<file path="config.mk">
export PLATFORM = sky130hd
export DESIGN_NAME = falc_ram
export DESIGN_NICKNAME = d
export VERILOG_FILES = /design/src/design/falc_ram.sv
export SDC_FILE = /design/constraint.sdc
export NUM_CORES = 1
export LEC_CHECK = 0
export BUFFER_PORTS_ARGS = -buffer_cell sky130_fd_sc_hd__buf_2
export CAP_MARGIN = 20
export CORE_ASPECT_RATIO = 0.8
export CORE_MARGIN = 5
export CORE_UTILIZATION = 44
export DETAILED_ROUTE_END_ITERATION = 10
export PLACE_DENSITY_LB_ADDON = 0.2
export SYNTH_ARGS = -nofsm -noshare
export SYNTH_HDL_FRONTEND = slang
export SYNTH_SLANG_ARGS = --single-unit
</file>
<file path="constraint.sdc">
create_clock -name clk -period 2.3 [get_ports clk]
set_input_delay 0.575 -clock clk [delete_from_list [all_inputs] [get_ports clk]]
set_output_delay 0.575 -clock clk [all_outputs]
set_load 0.02 [all_outputs]
</file>
<file path="src/design/falc_ram.sv">
module falc_ram #(
  parameter int WIDTH = 8,
  parameter int DEPTH = 16,
  localparam int AW = (DEPTH > 1) ? $clog2(DEPTH) : 1
) (
  input  logic             clk,
  input  logic             we,
  input  logic [AW-1:0]    waddr,
  input  logic [WIDTH-1:0] wdata,
  input  logic [AW-1:0]    raddr,
  output logic [WIDTH-1:0] rdata
);
  logic [WIDTH-1:0] mem [DEPTH];

  always_ff @(posedge clk) begin
    if (we) begin
      mem[waddr] <= wdata;
    end
    rdata <= mem[raddr];
  end
endmodule

</file>
After elaboration in Yosys (flattened, before gate mapping):

Memory sizes are Yosys's and may differ from the RTL's. A register that Yosys moved wholly into a read port is not among the register bits.
Index checks and enable logic that the tools add are counted.

* flip-flop bits (word level): 0
* memories: 1
* input bits: 18
* output and inout bits: 8
* RAM bits: 128
* word-level logic and storage cells: 3

* muxes and demuxes: 2

Memories
* mem: depth 16, width 8, read ports 1, clocked after Yosys merged registers in 1, wr ports 1, RTL line 13 `logic [WIDTH-1:0] mem [DEPTH];`

Operators by type and width (count)
* two-way mux 1 bit: 2

Logic depth before layout (Yosys ltp):

* depth after elaboration: 2
* mapped depth: 5
* depth with buffers taken out: 3

Worst setup path before layout:

No wires, ideal clock.

* path kind: input to register
* start point: input waddr[2]
* end point: memory mem[0][0] (enable)
* path slack: 0.232 ns
* setup time: 0.383 ns
* arrival time: 1.685 ns
* stages on the path: 2
* required time: 1.917 ns
* buffers on the path: 0
* cells stage by stage: or3b_2 nor3_1

RTL lines
* start: declaration: RTL line 8 `input logic [AW-1:0] waddr,`
* end: declaration: RTL line 13

Straight into the memory's write port.

==> impl_metrics.json <==
{
  "clock_sinks": 136,
  "worstSetupPathType": "input port to flip-flop",
  "overflow": 0,
  "crit_path_end_kind": "flip-flop",
  "yosysWarnings": 0,
  "insertion_delay_ns": 0.41,
  "leakage_nw": 2.10,
  "root_buffer": "clkbuf_16",
  "cp.required_ns": 2.57,
  "switching_share": 0.204,
  "cts-resized-gates": 0,
  "worst_path_largest_cell_delay_ns": 0.59,
  "routedWlPerCell_um": 22.4,
  "final_nets": 302,
  "skew_ns": 0.00925,
  "fillers": 894,
  "synth_compound_area_frac": 0.0233,
  "vias_per_cell": 5.52,
  "worst-path-max-fanout": 32,
  "cts_setup_buffers": 0,
  "gp_congestion": 0.746,
  "hold_class": "input port to flip-flop",
  "yosysUniqueCellTypes": 19,
  "critPathLaunchType": "input port",
  "fmax_mhz": 597,
  "intPower_mw": 4.59,
  "synth_top_family_by_area": "multiplexers",
  "syn-cell-area_mm2": 0.00515,
  "grt_pass1_wl_mm": 15.4,
  "most-common-layout-cells": "edfxtp_1, buf_2, buf_4",
  "p_seq_frac": 0.483,
  "antenna_found_initial": 0,
  "maxCapViolCount": 0,
  "postCtsHoldBufs": 0,
  "grt_setup_unrepaired": "false",
  "grt_start_max_net_pins": 33,
  "rows": 35,
  "power_density_mw_per_mm2": 937,
  "setup_violations": 0,
  "area_delta_synth_final_pct": 19.6,
  "synth_xor_area_frac": 0,
  "tns_ns": 0,
  "track_usage": 0.158,
  "synthDominantCellAreaShare": 0.747,
  "synth_area_per_cell_um2": 22.5,
  "final-hold-violation-count": 0,
  "layout_commonest_cell": "edfxtp_1",
  "fin_crit_ns": 1.68,
  "power_switching_mw": 1.18,
  "yosys_register_bits": 136,
  "post_route_cells_drive_above_1_share": 0.316,
  "slew_violations": 0,
  "ant_nets": 0,
  "io_pins": 26,
  "numCtsBuffers": 17,
  "numPortBuffers": 25,
  "core_area_mm2": 0.0115,
  "cts_tree": "built",
  "power_mw": 5.77,
  "yosys.area_share.simple": 0.0318,
  "via_count": 2456,
  "critical_path_arrival_ns": 1.94,
  "h-tree-depth": 4,
  "cts.reportedPaths.clkPinSlew_ns": 0.06,
  "cp_num_buf_inv": 2,
  "path_cells": "buf_2 -> buf_12 -> mux4_1 -> a22oi_1 -> nand2_1",
  "clock_power_share": 0.469,
  "timing.final.crit_share": 0.728,
  "dpl.hpwl_mm": 6.33,
  "die_y_um": 107,
  "drc_errors": 0,
  "syn_inst": 229,
  "crit_family": "multiplexers",
  "max-slew-margin-rel": 0.730,
  "muxShareOfSynthArea": 0.150,
  "synth_fa_ha_area_frac": 0,
  "outcome": "completed",
  "grt_pass1_vias": 2497,
  "slowest_stage": "mux4_1",
  "ys_seq_area_frac": 0.778,
  "die-area_mm2": 0.0140,
  "vdd_drop_max_mv": 0.645,
  "tightest_slew_ns": 0.405,
  "combPwrFrac": 0.048,
  "routed_wl_mm": 9.96,
  "drt-initial-drc-count": 154,
  "postSynthNetCount": 247,
  "yosys.area.top_type": "edfxtp_1",
  "clockBufferDepth": 2,
  "synth_area_leaders": "edfxtp_1, mux4_2, mux4_1",
  "num_antenna_cells": 0,
  "drtPass1Iterations": 5,
  "start_util": 0.449,
  "dieWidth_um": 131
}
-- metrics by stage --
| stage | cell area, µm² | hold slack [ns] | utilization | setup slack, ns | cells |
|---|---|---|---|---|---|
| after detailed placement | 5550 | 0.678 | 0.484 | 0.196 | 413 |
| final | 6160 | 0.550 | 0.537 | 0.625 | 445 |
| after global routing | 6160 | 0.554 | 0.537 | 0.558 | 445 |
| after CTS | 6160 | 0.542 | 0.537 | 0.623 | 445 |
| after floorplan | 5150 | 0.629 | - | 0.232 | 229 |
| after global placement | 5550 | 0.657 | 0.484 | 0.204 | 413 |
-- cells in the mapped netlist --
library cell,n
nand3b_1,2
mux4_2,18
and2_1,1
and2b_1,1
buf_2,3
nor2b_1,1
buf_4,1
dfxtp_1,8
a22oi_1,16
nand3_1,1
edfxtp_1,128
nand2b_1,2
nor2_1,13
clkdlybuf4s25_2,3
or3b_2,1
mux4_1,14
nand2_1,9
buf_6,3
nor3_1,4
-- area by class of cell --
cell class / count / area (µm²) / share of cell area
timing repair buffer: 46 / 308 / 0.0500
clock inverter: 14 / 174 / 0.0282
multi-input combinational: 83 / 1060 / 0.172
sequential: 136 / 4000 / 0.650
clock buffer: 18 / 429 / 0.0697
tap: 148 / 185 / 0.0301
-- sequential cells by signal, summed over array words and instances (netlist names) --
| name | flops |
|---|---|
| mem | 128 |
| rdata | 8 |
-- worst register-to-register path: stages, from the launching register on --
cell and delay [ns]:
edfxtp_1 0.36, mux4_1 0.50, a22oi_1 0.25, nand2_1 0.14
-- power groups by stage --
stage	Clock [mW]	Combinational, mW	Sequential (mW)
after global routing	2.87	0.304	2.79
final	2.71	0.274	2.79
after global placement	0	0.276	2.84
after CTS	2.75	0.282	2.79
after detailed placement	0	0.281	2.84
after floorplan	0	0.141	2.85
-- routing by layer --
layer	routed length (µm)	vias up	track usage
li1	-	1090	-
met1	4660	1296	0.239
met2	4610	64	0.220
met3	623	6	0.0528
met4	68	0	0.0463
met5	0	-	0
-- kinds of logic after synthesis --
family          count (synthesis)
compound gates                 16
buf+inv                        10
flops                         136
mux                            32
simple gates                   35
-- worst paths after layout --
| kind | from | to | slack (ns) | depth (start not counted) |
|---|---|---|---|---|
| hold reg to reg | mem[6][7] | rdata[7] | 0.69 | 3 |
| setup reg to reg | mem[9][3] | rdata[3] | 0.90 | 3 |
| hold / removal | wdata[7] | mem[9][7] | 0.55 | 1 |
| setup / recovery | raddr[0] | rdata[3] | 0.62 | 5 |
No activity file was read; power rests on OpenSTA's default activity.
