### config.mk
export PLATFORM = sky130hd
export DESIGN_NAME = falc_scan
export DESIGN_NICKNAME = d
export VERILOG_FILES = /design/src/design/falc_pkg.sv /design/src/design/falc_scan.sv
export SDC_FILE = /design/constraint.sdc
export NUM_CORES = 1
export LEC_CHECK = 0
export ABC_AREA = 1
export BUFFER_PORTS_ARGS = -buffer_cell sky130_fd_sc_hd__buf_2
export CAP_MARGIN = 40
export CORE_ASPECT_RATIO = 0.7
export CORE_MARGIN = 5
export CORE_UTILIZATION = 48
export CTS_CLUSTER_SIZE = 28
export DETAILED_ROUTE_END_ITERATION = 12
export PLACE_DENSITY_LB_ADDON = 0.2
export REMOVE_ABC_BUFFERS = 1
export SLEW_MARGIN = 20
export SYNTH_ARGS = -nofsm -noshare
export SYNTH_HDL_FRONTEND = slang
export SYNTH_SLANG_ARGS = --single-unit
export TNS_END_PERCENT = 1
### constraint.sdc
create_clock -name clk -period 4.75 [get_ports clk]
set_input_delay 0.475 -clock clk [delete_from_list [all_inputs] [get_ports clk]]
set_output_delay 0.475 -clock clk [all_outputs]
set_load 0.01 [all_outputs]
### src/design/falc_pkg.sv
package falc_pkg;

  // Defaults for the top-level parameters
  localparam int ADDR_WIDTH_DEF  = 32;
  localparam int LINE_BYTES_DEF  = 32;
  localparam int CACHE_BYTES_DEF = 16384;
  localparam int AGE_WIDTH_DEF   = 32;

  // Fixed field widths of the two channels
  localparam int ADDR_BITS  = 32;
  localparam int USED_BITS  = 9;
  localparam int COUNT_BITS = 32;

  typedef struct packed {
    logic [ADDR_BITS-1:0] address;
  } falc_req_t;

  typedef struct packed {
    logic                  hit;
    logic [USED_BITS-1:0]  entry_used;
    logic [COUNT_BITS-1:0] hit_total;
    logic [COUNT_BITS-1:0] access_total;
  } falc_rsp_t;

  typedef enum logic [2:0] {
    S_CLEAR,
    S_IDLE,
    S_SCAN,
    S_SCAN_LAST,
    S_UPD,
    S_UPD_LAST,
    S_PUSH
  } falc_state_t;

  typedef struct packed {
    logic start;
    logic step;
  } falc_scan_ctl_t;

  // floor(log2(v)), elaboration only
  function automatic int flog2(input int v);
    int n;
    int x;
    n = 0;
    x = v;
    while (x > 1) begin
      x = x >> 1;
      n++;
    end
    return n;
  endfunction

endpackage

### src/design/falc_scan.sv
module falc_scan
  import falc_pkg::*;
#(
  parameter int TAG_W = 27,
  parameter int AGE_W = 32,
  parameter int IDX_W = 9
) (
  input  logic           clk,
  input  logic           rst,
  input  falc_scan_ctl_t ctl,
  input  logic [IDX_W-1:0] idx,
  input  logic           ent_valid,
  input  logic [TAG_W-1:0] ent_tag,
  input  logic [AGE_W-1:0] ent_age,
  input  logic [TAG_W-1:0] key,
  output logic           hit,
  output logic [IDX_W-1:0] hit_idx,
  output logic [IDX_W-1:0] vic_idx
);
  logic [AGE_W-1:0] vic_age;
  logic             match;

  assign match = ent_valid && (ent_tag == key);

  always_ff @(posedge clk) begin
    if (rst || ctl.start) begin
      hit <= 1'b0;
    end else if (ctl.step && !hit && match) begin
      hit <= 1'b1;
    end
  end

  // first match wins; oldest age wins with strict compare so low index takes ties
  always_ff @(posedge clk) begin
    if (ctl.step) begin
      if (!hit && match) begin
        hit_idx <= idx;
      end
      if (idx == '0 || ent_age > vic_age) begin
        vic_idx <= idx;
        vic_age <= ent_age;
      end
    end
  end
endmodule

Word-level counts from Yosys, hierarchy flattened:

Index checks and enable logic that the tools add are counted.

* order comparisons: 1
* equal/unequal tests: 1
* reduce and logical (&&, ||, !) cells: 10

Operators with widths (count)
* $gt 32x32->1: 1
* $eq 27x27->1: 1
* $logic_not 9->1: 1
* $logic_and 1x1->1: 4
* $reduce_and 2->1: 2
* $logic_or 1x1->1: 2
* $logic_not 1->1: 1

* input bits: 100
* flip-flop bits (word level): 51
* output and inout bits: 19

Depth between registers and ports, before layout:

Gate-level depths: netlist (run 1).

* depth after elaboration: 4
* mapped depth: 15

Worst setup path after synthesis (run 1):

No wires, ideal clock.

* path kind: in2reg
* start: input ent_age[31]
* end: register vic_age[0] (enable)
* slack: 1012 ps
* data arrival time: 3285 ps
* stages: 9
* buffers on the path: 0
* cell sequence: ha_1 -> nand2_1 -> nor2_1 -> nand2_1 -> nor2_1 -> nand2_1 -> nand2_1 -> nand2_1 -> a21oi_1

* word-level cells in the longest chain between the ends: 3

Ends and longest elaborated chain
* from (decl): line falc_scan.sv:14 `input logic [AGE_W-1:0] ent_age,`
* $gt 32x32->1: line falc_scan.sv:39 `if (idx == '0 || ent_age > vic_age) begin`
* $logic_or 1x1->1: line falc_scan.sv:39
* $reduce_and 2->1 (no line)
* to (signal assigned): line falc_scan.sv:41 `vic_age <= ent_age;`
* to (decl): line falc_scan.sv:20 `logic [AGE_W-1:0] vic_age;`

Every way passes these cells.
A chain may end at the register's enable or synchronous reset.

Worst setup path after layout (run 1):

* start: register vic_age[11]
* end: register vic_idx[0] (enable)

* word-level cells in the longest chain between the ends: 3

Ends and longest elaborated chain
* $gt 32x32->1: line falc_scan.sv:39
* $logic_or 1x1->1: line falc_scan.sv:39
* $reduce_and 2->1 (no line)
* to (signal assigned): line falc_scan.sv:40 `vic_idx <= idx;`
* to (decl): line falc_scan.sv:18 `output logic [IDX_W-1:0] vic_idx`

Every way passes these cells.

==> results.txt, run 1 <==
The HPWL after detailed placement was 4.96 mm. Post-CTS repair changed the size of 0 cells. The number of search-and-repair iterations in the first detailed-routing pass was 4; the accumulated negative setup slack was 0 ps. In the layout the commonest cells are sky130_fd_sc_hd__buf_2 (118), sky130_fd_sc_hd__edfxtp_1 (50), sky130_fd_sc_hd__nand2_1 (49).

Per report_power, the clock group accounts for 31.0% of the total. The total number of clock tree sinks was 51. The DRC violation count after routing came out at 0. In this run the vertical extent of the chip is 73.8 µm. Via count of the first global-routing pass: 1994. The post-route antenna net violation count is 0, and the proportion of power drawn by combinational gates is 16.5%. The max-capacitance violation count was 0; the post-placement cell area was 3500 µm². After routing the design area is 3610 µm².

The tools report the number of buffers inserted by hold repair at cts as 0. After synthesis, flip-flops and latches occupy 54.4% of the total area. The count of placed standard cells in the final layout, fillers left out was 461; the multi-input gate area in the final layout was 1110 µm².

In the synthesized netlist, the number of instances is 259. Setup repair after global routing left no endpoint under its margin. The number of hold violations in the final report was 0; the clock-pin slew on the worst setup and hold paths was 100 ps. The x dimension of the die came out at 101 µm.

After the first detailed-routing iteration, the DRC count stood at 39. The global-route wire length before repair is 8.89 mm, and the path depth of the worst reg2reg path is 13. The proportion of total power due to net switching was 24.1%. After clock tree synthesis, the setup repair step added 0 buffers. The maximum fanout encountered on the critical timing path was 24. The worst path uses 53.3% of the clock period. Top routing layer in use: met4.

In the global route stage, overall resource usage came out at 15.4%. Internal power comes to 759 µW. Entering global routing, the biggest net connects 25 pins. The maximum root-to-sink buffer count was 2.

Setup violations remaining at the end of the flow were counted as 0. The logs give 5.95 mm for the aggregate routed wire length and 5700 µm² for the core region area. Headroom to the max-slew limit came out at 61.6%. In this run the number of H-tree levels came out at 2.

STA classifies the critical path endpoint as a register. Critical path class: register to register. The clock period minus final worst setup slack is 2530 ps, and the effective utilization at floorplan is 49.1%.

The number of inserted diodes was 0; the count of fill cells added during filler insertion was 489. The count of port buffers added during placement is 118. The initial antenna violation count was 0; the remaining global-route overflow was 0. Once placement completed, the tool counted placed cells totaling 453.

Data on the critical path is required at its endpoint by 4740 ps. The final-report max-slew violation count is 0, and the flop and latch count out of synthesis is 51. The number of clock buffers added by TritonCTS is 5. The mean number of vias per cell was 4.57; the total via count in the routed design was 2109. The routed design uses 3.02 mm of met2 wire. The met1 wire length is 2.50 mm.

The most common cell after layout, fill and taps aside was sky130_fd_sc_hd__buf_2. Summed over all nets, the switching power comes to 240 µW. TritonCTS built the clock tree. STA classifies the critical path startpoint as a register. Fmax: 395 MHz. For the pin with the worst max-slew slack, the measured transition is 575 ps. Relative to the synthesized area, the layout overhead comes to 29.3%. The run finished with clean final reports. Per-cell routed wire length: 12.9 µm. Summing all flip-flop and latch instances after layout gives 1520 µm².

Overall power consumption after layout is estimated at 1000 µW. The run gives 0.745 as the final estimated routing congestion in global placement. The power density over the cells works out to 277 nW/µm².

The largest voltage drop on the vdd net came out at 0.144 mV. The path type of the worst min-delay path was input pin to register. The root cell of the clock tree was sky130_fd_sc_hd__clkbuf_8.

The count of standard-cell rows was 23; the post-synthesis cell type count was 23. The count of warnings emitted by yosys was 0; the share of final-layout standard cells stronger than drive strength 1 was 35.2%. For this design the static power due to leakage is 0.00175 µW. The logs give 517 for the number of nets in the finished design and 371 µm for the met3 routed wirelength.

Clock skew after layout: 8.87 ps. 119 I/O pins were placed. The floorplan die area is 7470 µm², and the average footprint of a synthesized cell is 10.8 µm². After synthesis the cells add up to 2800 µm². The share of total power dissipated in sequential elements is 52.5%. At the later pin of the worst-skew pair, clock insertion delay measures 310 ps. The data arrival at the endpoint of the critical path was 2520 ps; the number of cells traversed by the worst hold path was 1.
worst max-delay path, cell delays in order, from the launching register on:
cell                       delay (ps)
sky130_fd_sc_hd__edfxtp_1         340
sky130_fd_sc_hd__inv_1             40
sky130_fd_sc_hd__ha_1             300
sky130_fd_sc_hd__nand2_1           70
sky130_fd_sc_hd__nor2_1           140
sky130_fd_sc_hd__nand2_1           90
sky130_fd_sc_hd__inv_1             60
sky130_fd_sc_hd__nand2_1           50
sky130_fd_sc_hd__nand2_1           50
sky130_fd_sc_hd__nand2_1           40
sky130_fd_sc_hd__nand2_1           50
sky130_fd_sc_hd__nand2_1           70
sky130_fd_sc_hd__a21oi_4          490
sky130_fd_sc_hd__buf_4            420
cells in the mapped netlist:
cell,count,share of area [%]
sky130_fd_sc_hd__a21o_1,1,0.27
sky130_fd_sc_hd__a21oi_1,14,2.5
sky130_fd_sc_hd__dfxtp_1,1,0.72
sky130_fd_sc_hd__edfxtp_1,50,54
sky130_fd_sc_hd__ha_1,32,14
sky130_fd_sc_hd__inv_1,44,5.9
sky130_fd_sc_hd__inv_2,2,0.27
sky130_fd_sc_hd__nand2_1,49,6.6
sky130_fd_sc_hd__nand3_1,6,1.1
sky130_fd_sc_hd__nand4_1,5,1.1
sky130_fd_sc_hd__nor2_1,15,2.0
sky130_fd_sc_hd__nor2_2,2,0.45
sky130_fd_sc_hd__nor3_1,3,0.54
sky130_fd_sc_hd__nor3b_2,3,1.3
sky130_fd_sc_hd__nor4_1,1,0.22
sky130_fd_sc_hd__o21a_1,1,0.27
sky130_fd_sc_hd__o21ai_0,1,0.18
sky130_fd_sc_hd__o21ai_1,1,0.18
sky130_fd_sc_hd__or2_0,3,0.67
sky130_fd_sc_hd__or2_1,1,0.22
sky130_fd_sc_hd__or2_2,1,0.22
sky130_fd_sc_hd__xnor2_1,19,6.0
sky130_fd_sc_hd__xor2_1,4,1.3
routing by layer:
layer,global-route usage (%),vias up
met1,19.2,932
met5,0,-
met3,4.27,8
met4,4.42,0
met2,26.2,60
li1,-,1109
power by group through the flow:
stage / Clock [µW] / Sequential [µW] / Combinational [µW]
floorplan: 0 / 539 / 86.4
global placement: 0 / 535 / 161
detailed placement: 0 / 535 / 166
CTS: 319 / 525 / 168
global route: 336 / 527 / 189
finish: 309 / 525 / 165
path summary, 6_finish.rpt:
path	start	to	slack [ps]
setup / recovery	vic_age[11]	vic_idx[0]	2220
hold / removal	ent_age[7]	vic_age[7]	350
setup reg to reg	vic_age[11]	vic_idx[0]	2220
hold reg to reg	hit	hit	540
final cells by class:
cell class | count | area share (%)
Clock buffer | 5 | 1.90
Clock inverter | 3 | 1.32
Inverter | 46 | 4.78
Multi-Input combinational cell | 162 | 30.8
Sequential cell | 51 | 42.1
Tap cell | 75 | 2.60
Timing Repair Buffer | 119 | 16.5
cells by family (layout without fill, tap and decap cells):
family	count (synthesis)	in the layout	share of synthesized area [%]
AOI/OAI and AO/OA	18	18	3.40
DFF	51	51	54.4
adders and majority gates	32	32	14.3
buffers and inverters	46	173	6.18
xor gates and xnor gates	23	23	7.21
and+or+nand+nor	89	89	14.5
registers in the layout, indices dropped and copies added (netlist names):
name,count
vic_idx,9
hit_idx,9
vic_age,32
hit,1
through the flow:
stage	setup slack, ps	utilization [%]	hold slack (ps)
floorplan	1010	-	536
global placement	1920	61.4	477
detailed placement	1910	61.4	528
CTS	2160	63.4	341
global route	1960	63.4	335
finish	2220	63.4	354
Note: power is estimated with default switching activity, not from simulation.
==> run 2, diff against run 1 <==
--- a/config.mk
+++ b/config.mk
@@ -5,12 +5,12 @@
 export SDC_FILE = /design/constraint.sdc
 export NUM_CORES = 1
 export LEC_CHECK = 0
-export ABC_AREA = 1
+export ABC_AREA = 0
 export BUFFER_PORTS_ARGS = -buffer_cell sky130_fd_sc_hd__buf_2
 export CAP_MARGIN = 40
 export CORE_ASPECT_RATIO = 0.7
 export CORE_MARGIN = 5
-export CORE_UTILIZATION = 48
+export CORE_UTILIZATION = 43
 export CTS_CLUSTER_SIZE = 28
 export DETAILED_ROUTE_END_ITERATION = 12
 export PLACE_DENSITY_LB_ADDON = 0.2
==> constraint.sdc (replaced) <==
create_clock -name clk -period 2.3 [get_ports clk]
set_input_delay 0.23 -clock clk [delete_from_list [all_inputs] [get_ports clk]]
set_output_delay 0.23 -clock clk [all_outputs]
set_load 0.01 [all_outputs]
==> results.txt, run 2 <==
The tools report the total routing usage reported by global routing as 14.0% (-1.4 points). In this run the worst setup path begins at vic_age[29]. Net switching power: 495 µW (+110%). The post-placement cell count is 410 (-9.5%). The flow ran to the end, and the final reports show no timing, DRC or antenna violations. The proportion of total power due to net switching is 25.3% (+1.3 points). Count of fill cells added during filler insertion: 516 (+5.5%). The reported leakage power is 0.00165 µW (-5.8%). Number of synthesized flops with an enable pin: 50 (unchanged). The initial antenna violation count was 0 (unchanged). The number of buffers inserted by hold repair at cts was 0 (unchanged). Area added between synthesis and finish: 33.3%.

The combined buffer and inverter count along the critical path was 3 (unchanged); the number of search-and-repair iterations in the first detailed-routing pass was 4 (unchanged). By area the synthesized netlist is led by sky130_fd_sc_hd__edfxtp_1 (56%), sky130_fd_sc_hd__ha_1 (15%), sky130_fd_sc_hd__xnor2_1 (4.9%). Number of cells produced by synthesis: 209 (-19%). The commonest register cell after synthesis was sky130_fd_sc_hd__edfxtp_1. The total via count in the routed design was 1982 (-6.0%). The critical register-to-register path startpoint was vic_age[29]. The DRC violation count after routing was 0 (unchanged). CTS placed an instance of sky130_fd_sc_hd__clkbuf_8 at the clock tree root. The run gives 24 (+4.3%) as the count of standard-cell rows. The most common cell in the synthesized netlist is sky130_fd_sc_hd__edfxtp_1. The floorplan die area was 8000 µm² (+7.0%).

The path type of the worst min-delay path is input pin to register. Post-route antenna net violation count: 0 (unchanged). The post-route cell area is 3600 µm² (-0.35%). The mean number of vias per cell is 4.74 (+3.6%). The average footprint of a synthesized cell came out at 12.9 µm² (+20%). The flop and latch count out of synthesis came out at 51 (unchanged).

The setup path with the least slack is of type register to register. The clock period minus final worst setup slack was 2160 ps (-368 ps); the maximum fanout encountered on the critical timing path was 24 (unchanged). The sequential share of power was 55.2% (+2.7 points). The proportion of power drawn by combinational gates came out at 16.9% (+0.4 points). The aggregate routed wire length is 5.67 mm (-4.7%), and the worst slew slack as a fraction of its limit is 70.9% (+9.3 points). The tools report the HPWL after detailed placement as 4.79 mm (-3.4%). The effective utilization at floorplan was 43.9% (-5.2 points).

The number of flip-flops under the largest register name is 32 (unchanged). The hold path startpoint is ent_age[21]. The run gives 27.9% (-3.1 points) as the clock share of power. The tools report the core region area as 6160 µm² (+8.0%). The setup slack on the worst flop-to-flop path was 140 ps (-2080 ps). For hold timing, the worst endpoint is vic_age[21]. The tools report the total number of clock tree sinks as 51 (unchanged). Leaving out fill and tap cells, the most frequent cells in the layout are sky130_fd_sc_hd__buf_2 (118), sky130_fd_sc_hd__edfxtp_1 (50), sky130_fd_sc_hd__inv_1 (32). The largest total area in the synthesized netlist belongs to sky130_fd_sc_hd__edfxtp_1. The part of the cycle the worst path needs was 94.0% (+41 points); the remaining global-route overflow was 0 (unchanged). The number of cells traversed by the worst hold path is 1 (unchanged).

The final estimated routing congestion in global placement was 0.785 (+5.5%); the count of port buffers added during placement was 118 (unchanged). The tools report the cell area after synthesis as 2700 µm² (-3.3%). The slowest stage of the critical path belongs to the cell sky130_fd_sc_hd__nor4_2.

The tools report the largest net degree at the start of global routing as 25 (unchanged). Broken down by cell family, the worst path's largest delay share belongs to simple AND/OR/NAND/NOR gates. The logs give 9.15 mm (+2.9%) for the global-route wire length before repair and 119 (unchanged) for the number of ports placed on the die boundary.

Setup repair after global routing could not meet its margin everywhere. The data required time of the worst path is 2320 ps (-2420 ps). Number of nets in the finished design: 471 (-8.9%). The tools report the setup fix buffers added after clock tree synthesis as 0 (unchanged). The tools report the post-synthesis cell type count as 29 (+26%). The max-capacitance violation count was 0 (unchanged); the post-placement cell area was 3460 µm² (-0.97%). Counting instances in the post-synthesis netlist gives the leading cell types as sky130_fd_sc_hd__edfxtp_1 (50), sky130_fd_sc_hd__ha_1 (32), sky130_fd_sc_hd__inv_1 (32), sky130_fd_sc_hd__xnor2_1 (15). The worst setup path is launched from a register. The fmax is 462 MHz (+17%), and the share of final-layout standard cells stronger than drive strength 1 is 41.8% (+6.5 points). The tools report the via count of the first global-routing pass as 1985 (-0.45%). The tools report the data arrival at the endpoint of the critical path as 2180 ps (-340 ps). Kind of end point of the critical path: a register.

The per-cell routed wire length was 13.6 µm (+5.1%); the iteration-0 DRC count of the detailed router was 55 (+41%). The run gives 0 (unchanged) as the number of hold violations in the final report. The run gives 300 ps (about the same) as the clock latency on the worst-skew pair.

The endpoint identified for the worst register-to-register timing path is vic_age[12]. The transition time of the tightest slew-check pin is 435 ps (-139 ps). The logs give 4.24 ps (-4.64 ps) for the clock skew after layout and 5 (unchanged) for the number of buffers inserted during clock tree synthesis. The number of inserted diodes was 0 (unchanged); the clock-pin slew on the worst setup and hold paths was 100 ps (about the same). The x dimension of the die is 105 µm (+3.5%). The run gives 0.265 mV (+84%) as the largest voltage drop on the vdd net. The count of placed standard cells in the final layout, fillers left out is 418 (-9.3%), and the vertical die dimension is 76.3 µm (+3.4%). Internal portion of total power: 1460 µW (+92%).

The register with the most flip-flops was vic_age. The run gives 0 (unchanged) as the count of warnings emitted by yosys. The library cell used most frequently in the layout, excluding fill and tap cells, is sky130_fd_sc_hd__buf_2.

The largest registers in the layout are vic_age: 32 flops, hit_idx: 9 flops, vic_idx: 9 flops. The maximum root-to-sink buffer count came out at 2 (unchanged). TritonCTS built the clock tree. The logs give 2 (unchanged) for the deepest level of the CTS H-tree and 56.3% (+1.9 points) for the sequential-to-total area share from yosys stat. The critical path goes through inv_1 -> ha_1 -> nand4_1 -> nor4_2 -> buf_4 -> o31ai_2 -> a21oi_4 -> buf_12. The path depth of the worst reg2reg path is 8 (-5), and the portion of synthesized cell area occupied by the leading cell type is 55.6% (+1.8 points). The share of flip-flops with an asynchronous set or reset after synthesis is 0% (unchanged), and the power density over the cells is 543 nW/µm² (+96%). The count of final setup violators is 0 (unchanged), and the final-report max-slew violation count is 0 (unchanged).

The delay of the slowest cell on the worst path is 360 ps (-130 ps).
[run 2: cell count changes after synthesis, sizes merged, moves of 2 or more]
| cell | before | now |
|---|---|---|
| xnor2 | 19 | 15 |
| nor4 | 1 | 7 |
| inv | 46 | 32 |
| nand2 | 49 | 7 |
| a21oi | 14 | 12 |
| or2 | 5 | 0 |
| nand4 | 5 | 10 |
| nor2 | 17 | 3 |
| o21ai | 2 | 4 |
| a21o | 1 | 3 |
| xor2 | 4 | 12 |
| a211oi | 0 | 2 |
| nor3b | 3 | 0 |
[run 2: logic make-up (layout without fill, tap and decap cells)]
logic type | after synthesis | in the layout | share of synthesized area [%]
buf+inv | 32 | 163 | 4.44
fa+ha+maj | 32 | 32 | 14.8
compound gates | 27 | 27 | 6.07
xor+xnor | 27 | 27 | 8.75
simple gates | 40 | 40 | 9.63
flops | 51 | 51 | 56.3
[run 2: what timing repair did]
action	in CTS	in global routing
pin swaps	0	1
resized for setup	1	5
endpoints found under the setup margin	41	41
[run 2: stage by stage]
| stage | hold slack (ps) | worst slack (ps) | setup TNS (ps) | power, µW | utilization (%) |
|---|---|---|---|---|---|
| finish | 114 | 137 | 0 | 1950 | 58.5 |
| global route | 91.8 | -7.19 | -41.4 | 2070 | 58.5 |
| CTS | 100 | 9.61 | 0 | 1980 | 58.0 |
| detailed placement | 428 | -28.1 | -660 | 1430 | 56.3 |
| global placement | 424 | 19.4 | 0 | 1420 | 56.3 |
| floorplan | 329 | -1560 | -64020 | 1270 | - |
[run 2: layout make-up]
| class | instances | area (µm²) | share of cell area (%) |
|---|---|---|---|
| multi-input cells | 126 | 1110 | 30.9 |
| well taps | 78 | 97.6 | 2.71 |
| inverters | 32 | 120 | 3.33 |
| flip-flops and latches | 51 | 1520 | 42.2 |
| clock inverters | 3 | 28.8 | 0.799 |
| clock buffers | 5 | 68.8 | 1.91 |
| repair buffers | 123 | 653 | 18.1 |
[run 2: how the worst max path moves through the flow]
stage | endpoint | cells after the start | slack [ps]
final | vic_age[12] | 8 | 140
after CTS | vic_age[30] | 8 | 10
after floorplan | vic_age[0] | 7 | -1560
after detailed placement | vic_age[12] | 8 | -30
after global routing | vic_age[30] | 8 | -7
after global placement | vic_age[12] | 8 | 20
[run 2: power groups by stage]
stage | sequential (µW) | combinational, µW | clock (µW)
floorplan | 1110 | 157 | 0
global placement | 1100 | 321 | 0
detailed placement | 1100 | 327 | 0
CTS | 1080 | 332 | 570
global route | 1080 | 376 | 614
finish | 1080 | 330 | 544
[run 2: routing by layer]
layer	track usage (%)	wire length, µm	vias to the layer above
li1	-	-	1022
met1	19.3	2660	905
met2	21.7	2620	50
met3	4.23	357	5
met4	3.07	35	0
met5	0	0	-
